<file path="config.mk">
export PLATFORM = sky130hd
export DESIGN_NAME = tsp_sqrt
export DESIGN_NICKNAME = d
export VERILOG_FILES = /design/src/design/tsp_sqrt.sv
export SDC_FILE = /design/constraint.sdc
export NUM_CORES = 2
export LEC_CHECK = 0
export ABC_AREA = 1
export BUFFER_PORTS_ARGS = -buffer_cell sky130_fd_sc_hd__buf_2
export CAP_MARGIN = 5
export CORE_MARGIN = 1.5
export CORE_UTILIZATION = 63
export CTS_CLUSTER_SIZE = 24
export DETAILED_ROUTE_END_ITERATION = 8
export PLACE_DENSITY = 0.9
export SYNTH_ARGS = -nofsm -noshare
export SYNTH_HDL_FRONTEND = slang
export SYNTH_SLANG_ARGS = --single-unit
</file>
<file path="constraint.sdc">
create_clock -name clk -period 3.89 [get_ports clk]
set_input_delay 0.389 -clock clk [delete_from_list [all_inputs] [get_ports clk]]
set_output_delay 0.389 -clock clk [all_outputs]
set_load 0.02 [all_outputs]
</file>
<file path="src/design/tsp_sqrt.sv">
// Pipelined integer square root, one result bit per register stage.
// Handles several lanes in lock step; no package dependency.
module tsp_sqrt #(
  parameter int LANES = 3,
  parameter int DW    = 34
) (
  input  logic                             clk,
  input  logic                             rst,
  input  logic                             in_valid,
  input  logic [LANES-1:0][DW-1:0]         rad_in,
  output logic                             out_valid,
  output logic [LANES-1:0][DW/2-1:0]       root_out
);

  localparam int N  = DW / 2;
  localparam int RW = N + 2;

  logic [N-1:0]  stg_valid;
  logic [DW-1:0] rad_q  [N][LANES];
  logic [RW-1:0] rem_q  [N][LANES];
  logic [N-1:0]  root_q [N][LANES];

  // Valid bits travel with the stages.
  always_ff @(posedge clk) begin
    if (rst) begin
      stg_valid <= '0;
    end else begin
      stg_valid <= {stg_valid[N-2:0], in_valid};
    end
  end

  // Each stage brings down two radicand bits and decides one root bit.
  for (genvar k = 0; k < N; k++) begin : g_stage
    for (genvar l = 0; l < LANES; l++) begin : g_lane
      logic [DW-1:0] src_rad;
      logic [RW-1:0] src_rem;
      logic [N-1:0]  src_root;
      logic [RW-1:0] shifted;
      logic [RW-1:0] trial;
      logic          ge;

      if (k == 0) begin : g_first
        assign src_rad  = rad_in[l];
        assign src_rem  = '0;
        assign src_root = '0;
      end else begin : g_next
        assign src_rad  = rad_q[k-1][l];
        assign src_rem  = rem_q[k-1][l];
        assign src_root = root_q[k-1][l];
      end

      assign shifted = {src_rem[RW-3:0], src_rad[DW-1:DW-2]};
      assign trial   = {src_root, 2'b01};
      assign ge      = (shifted >= trial);

      always_ff @(posedge clk) begin
        rad_q[k][l]  <= {src_rad[DW-3:0], 2'b00};
        rem_q[k][l]  <= ge ? (shifted - trial) : shifted;
        root_q[k][l] <= {src_root[N-2:0], ge};
      end

      assign root_out[l] = root_q[N-1][l];
    end
  end

  assign out_valid = stg_valid[N-1];

endmodule

</file>
# ---- Word-level counts from Yosys, hierarchy flattened
# Memories as Yosys holds them, arrays and structs flattened.
# Cells that the tools add are included.
# Widths: inputs -> output; s select.
dict set report totals {
  reg_bits 17
  mem_bits_rw 3468
  in_bits 105
  out_inout_bits 52
  wordCells 157
  mem_count 3
}
# memory words word_bits rd rd_ports_with_merged_regs wr line_no
set mem_list {}
lappend mem_list {rad_q 17 96 16 0 17 19} ;# logic [DW-1:0] rad_q [N][LANES];
lappend mem_list {rem_q 17 57 16 0 17 20} ;# logic [RW-1:0] rem_q [N][LANES];
lappend mem_list {root_q 17 51 17 0 17 21} ;# logic [N-1:0] root_q [N][LANES];
dict set report classes {
  add_sub_neg 51
  magnitude_cmp 51
  mux 51
}
# cell count
set ops {}
lappend ops {{$mux 19} 51}
lappend ops {{$ge 19x19->1} 48}
lappend ops {{$sub 19x19->19} 48}
lappend ops {{$sub 2x1->3 const B} 3}
lappend ops {{$ge 2x1->1 const B} 3}

# ---- Logic depth before layout (Yosys ltp)
# An unclocked memory read counts as a cell.
dict set report depth {
  ltp_word 3
  depth_mapped 14
  ltp_nobuf 14
}

# ---- Least setup slack after synthesis
# OpenSTA, ideal clock, no wires.
dict set report synth_path {
  path_kind {register to register}
  startpoint {memory root_q[6][3] in the netlist's numbering}
  endpoint {memory rem_q[7][6] in the netlist's numbering}
  setup_ps 112
  arrival_ps 1608
  required_time_ps 3778
  setup_slack_ps 2169
  path_stages_with_launch 12
  path_buffers 1
  period_less_slack_ps 1721
  cell_sequence {dfxtp_1 -> inv_1 -> ha_1 -> nand2_1 -> inv_1 -> a21oi_1 -> nand2_1 -> a21oi_1 -> nand2_1 -> buf_6 -> nand2_1 -> nand2_1}
}
# element line_no
set synth_lines {}
lappend synth_lines {{start: declaration} 21}
lappend synth_lines {{end: declaration} 20}

==> qor.csv <==
stage,metric,value,unit
run_status,status,"finished, final reports clean",
critical_path,WP data arrival,3130,ps
critical_path,reg-to-reg endpoint,rem_q[10][48],
clock_network,TritonCTS clock tree,built,
critical_path,crit start category,register,
route,drt first pass iters,9,
power,combinational group share of total power,0.287,
cells_and_area,Nets,12380,
power,PwrDens,697,nW/um^2
critical_path,CP Cell Sequence,"inv_1, ha_1, nand2_1, inv_2, nand2_1, nor2_1, nand4_2, nand3_2, nand2_1, nand2_1",
timing,clk_skew,44.2,ps
route,WL/cell,14.5,um
power,Leak,53.7,nW
critical_path,critical path's largest stage delay,460,ps
power,Sw Ratio,0.351,
timing,FMAX,420,MHz
floorplanning,# IOs,157,
cells_and_area,Layout area overhead,11.9,%
timing,RSZ-0062 raised after global routing,no,
critical_path,crit path kind,reg2reg,
timing,max_slew headroom,0.282,
global_routing,grt total ovfl,0,
route,WL final,200000,um
power,sequential share of power,0.414,
logic_synthesis,Gate Count Post-Synth,11409,
worst_hold_path,sink of the worst hold path,rad_q[0][43],
power,Clk network pwr share,0.299,
route,via count of the routed design,70471,
critical_path,most numerous cell on the critical path,nand2_1,
cells_and_area,share of layout cells above drive strength 1,0.0665,
clock_network,CTS Sinks,2054,
critical_path,Worst EP required,4650,ps
power,Switch Pwr,23.8,mW
timing,PnR worst setup slack,1510,ps
run,Max Cap Viol,0,
placed_design,routability cong.,0.946,
logic_synthesis,Netlist cell types,54,
floorplanning,Placement Rows,136,
logic_synthesis,post-synth top area share,0.474,
critical_path,Reg2Reg Depth,10,
critical_path,"critical path fanouts, max",18,
clock_network,"Reg clk slew, reported paths",70,ps
logic_synthesis,Yosys reg bits,2054,
timing,min cycle time layout,2380,ps
logic_synthesis,sequential area share after synthesis,0.474,
timing,Tcrit/Tclk final,0.612,
placed_design,I/O Buffers,156,
clock_network,CTS H-tree lvls,4,
worst_hold_path,Hold Path Class,in2reg,
timing,worst slew pin tran,1070,ps
cells_and_area,Post-Layout Inst Area,97100,um^2
power,internal power,44.0,mW
floorplanning,die height,374,um
logic_synthesis,Post-synth EDFFs,0,
timing,Final Setup Violations,0,
critical_path,Buf/Inv on CP,2,
logic_synthesis,"Avg Cell Area, Syn",7.61,um^2
floorplanning,effective utilization at floorplan,0.633,
timing,Max Slew Vio Count,0,
worst_hold_path,Worst Hold Launch,rad_in[45],
clock_network,clock latency on the worst-skew pair,830,ps
clock_network,Inserted Clock Buffers,192,
logic_synthesis,Synth Warn #,51,
critical_path,Crit. End Element,register,
power,peak supply drop,527,uV
global_routing,number of global-route vias before repair,68628,
critical_path,slowest CP cell,nand3_2,
clock_network,root buf cell,clkbuf_16,
clock_network,Setup Buffers After CTS,0,
global_routing,first-pass GRT wire length,325000,um
cells_and_area,fin cells,13728,
placed_design,DP Worst Slack,1600,ps
critical_path,Worst R2R Start,root_q[9][43],
floorplanning,Die X,374,um
clock_network,CTS max path bufs,3,
clock_network,Resized Gates After CTS,0,
global_routing,GRT Util Overall,0.279,
logic_synthesis,synth cell count leaders,"nand2_1 (3684), inv_1 (2074), dfxtp_1 (2054)",
logic_synthesis,most numerous cell in the Yosys netlist,nand2_1,
logic_synthesis,"area leader, netlist",dfxtp_1,
critical_path,"CP delay by family, top",simple AND/OR/NAND/NOR gates,
floorplanning,Core Region,137000,um^2
floorplanning,die area,140000,um^2
logic_synthesis,cell area after synthesis,86800,um^2
placed_design,DP Wirelength,149000,um
critical_path,Worst R2R Setup Slack,1510,ps
logic_synthesis,"Top FF cell, synth",dfxtp_1,
route,Initial DRC Count,4960,
timing,setup TNS,0,ps
route,drt drc,0,
logic_synthesis,Post-synth ARST share,0,
route,vias per cell,5.13,
route,post-route ant nets,0,
logic_synthesis,top area cells in the synthesized netlist,"dfxtp_1 (47%), nand2_1 (16%), inv_1 (9.0%), ha_1 (7.4%), nand3_1 (3.4%)",
global_routing,largest net degree at the start of global routing,21,
worst_hold_path,WHS Path Cells,2,
global_routing,initial antenna violation count,4,
timing,Final Hold Vio Count,0,
placed_design,placed insts,13257,
placed_design,Post-DP Area,89000,um^2
==> placed cells by master, fill, tap and decap left out, drive strengths merged <==
master | netlist | routed
a21boi | 2 | 2
xor2 | 190 | 190
clkinvlp | 0 | 18
and3 | 6 | 6
o21a | 7 | 7
bufinv | 0 | 31
nor2 | 700 | 700
o2111ai | 2 | 2
nor3b | 2 | 2
a31oi | 3 | 3
a21o | 6 | 6
dfxtp | 2054 | 2054
nand3 | 624 | 624
buf | 101 | 165
conb | 1 | 3
ha | 510 | 510
a21oi | 384 | 384
o211ai | 5 | 5
nand4 | 306 | 306
inv | 2108 | 2122
dlygate4sd3 | 0 | 108
nor4 | 3 | 3
nand3b | 83 | 83
o21bai | 25 | 25
clkinv | 0 | 42
or2 | 44 | 44
nand2 | 3752 | 3752
and2 | 14 | 14
diode | 0 | 3
xnor2 | 81 | 81
nor3 | 140 | 140
o21ai | 238 | 238
o31ai | 2 | 2
a211oi | 4 | 4
clkbuf | 12 | 255
==> cells by family (layout without fill, tap and decap cells) <==
logic type,after synthesis,after routing,share of synthesized area
and+or+nand+nor,5674,5674,0.283
buffers and inverters,2221,2741,0.101
DFF,2054,2054,0.474
AOI/OAI and AO/OA,678,678,0.0415
adders and majority gates,510,510,0.0735
xor gates and xnor gates,271,271,0.0274
other,1,6,0.0000432
==> metal layers <==
metal / vias to the layer above / GRT usage / part of all wire
met5: - / 0 / 0.000045
met3: 566 / 0.0361 / 0.049
met1: 31891 / 0.331 / 0.42
met2: 2161 / 0.501 / 0.49
li1: 35851 / - / -
met4: 2 / 0.125 / 0.043
==> power groups by stage <==
stage               logic, mW  clock network (mW)  registers (mW)
floorplan                15.0                   0            27.2
global placement         18.3                   0            28.3
detailed placement       18.9                   0            28.4
CTS                      19.3                20.5            28.0
global route             22.2                21.4            28.4
finish                   19.5                20.2            28.1
==> flip-flops by register name (all words and copies together) (netlist names) <==
signal	flops
rad_q	816
rem_q	762
root_q	459
stg_valid	17
==> metrics by stage <==
step	power [mW]	utilization	hold slack, ps
detailed placement	47.3	0.649	312
floorplan	42.3	-	310
global route	71.9	0.708	159
global placement	46.6	0.649	309
finish	67.7	0.708	188
CTS	67.8	0.708	135
==> worst register-to-register path, delay by kind of cell, from the launching register on <==
family,cells,cell delay [ps]
fa+ha+maj,1,370
buf+inv,2,140
flops,1,370
simple gates,7,1450
==> worst max-delay path by stage <==
stage	startpoint	depth (start not counted)	end
floorplan	root_q[6][3]	11	rem_q[7][6]
detailed placement	root_q[5][19]	9	rem_q[6][25]
CTS	root_q[9][43]	10	rem_q[10][48]
global route	root_q[5][19]	10	rem_q[6][24]
global placement	root_q[6][37]	13	rem_q[7][44]
finish	root_q[9][43]	10	rem_q[10][48]
==> cell type report <==
| type | instances | area [um^2] |
|---|---|---|
| Antenna cell | 3 | 7.51 |
| Fill cell | 10628 | 40000 |
| Clock buffer | 255 | 5440 |
| Clock inverter | 105 | 1570 |
| Timing Repair Buffer | 273 | 1930 |
| Tap cell | 1794 | 2240 |
| Inverter | 2108 | 7910 |
| Multi-Input combinational cell | 7136 | 36900 |
| Sequential cell | 2054 | 41100 |
==> what timing repair did <==
action / in CTS / in global routing
hold buffers: 108 / 0
endpoints found under the hold margin: 122 / 0
endpoints found under the setup margin: 0 / 0
No activity file was read; power rests on OpenSTA's default activity.
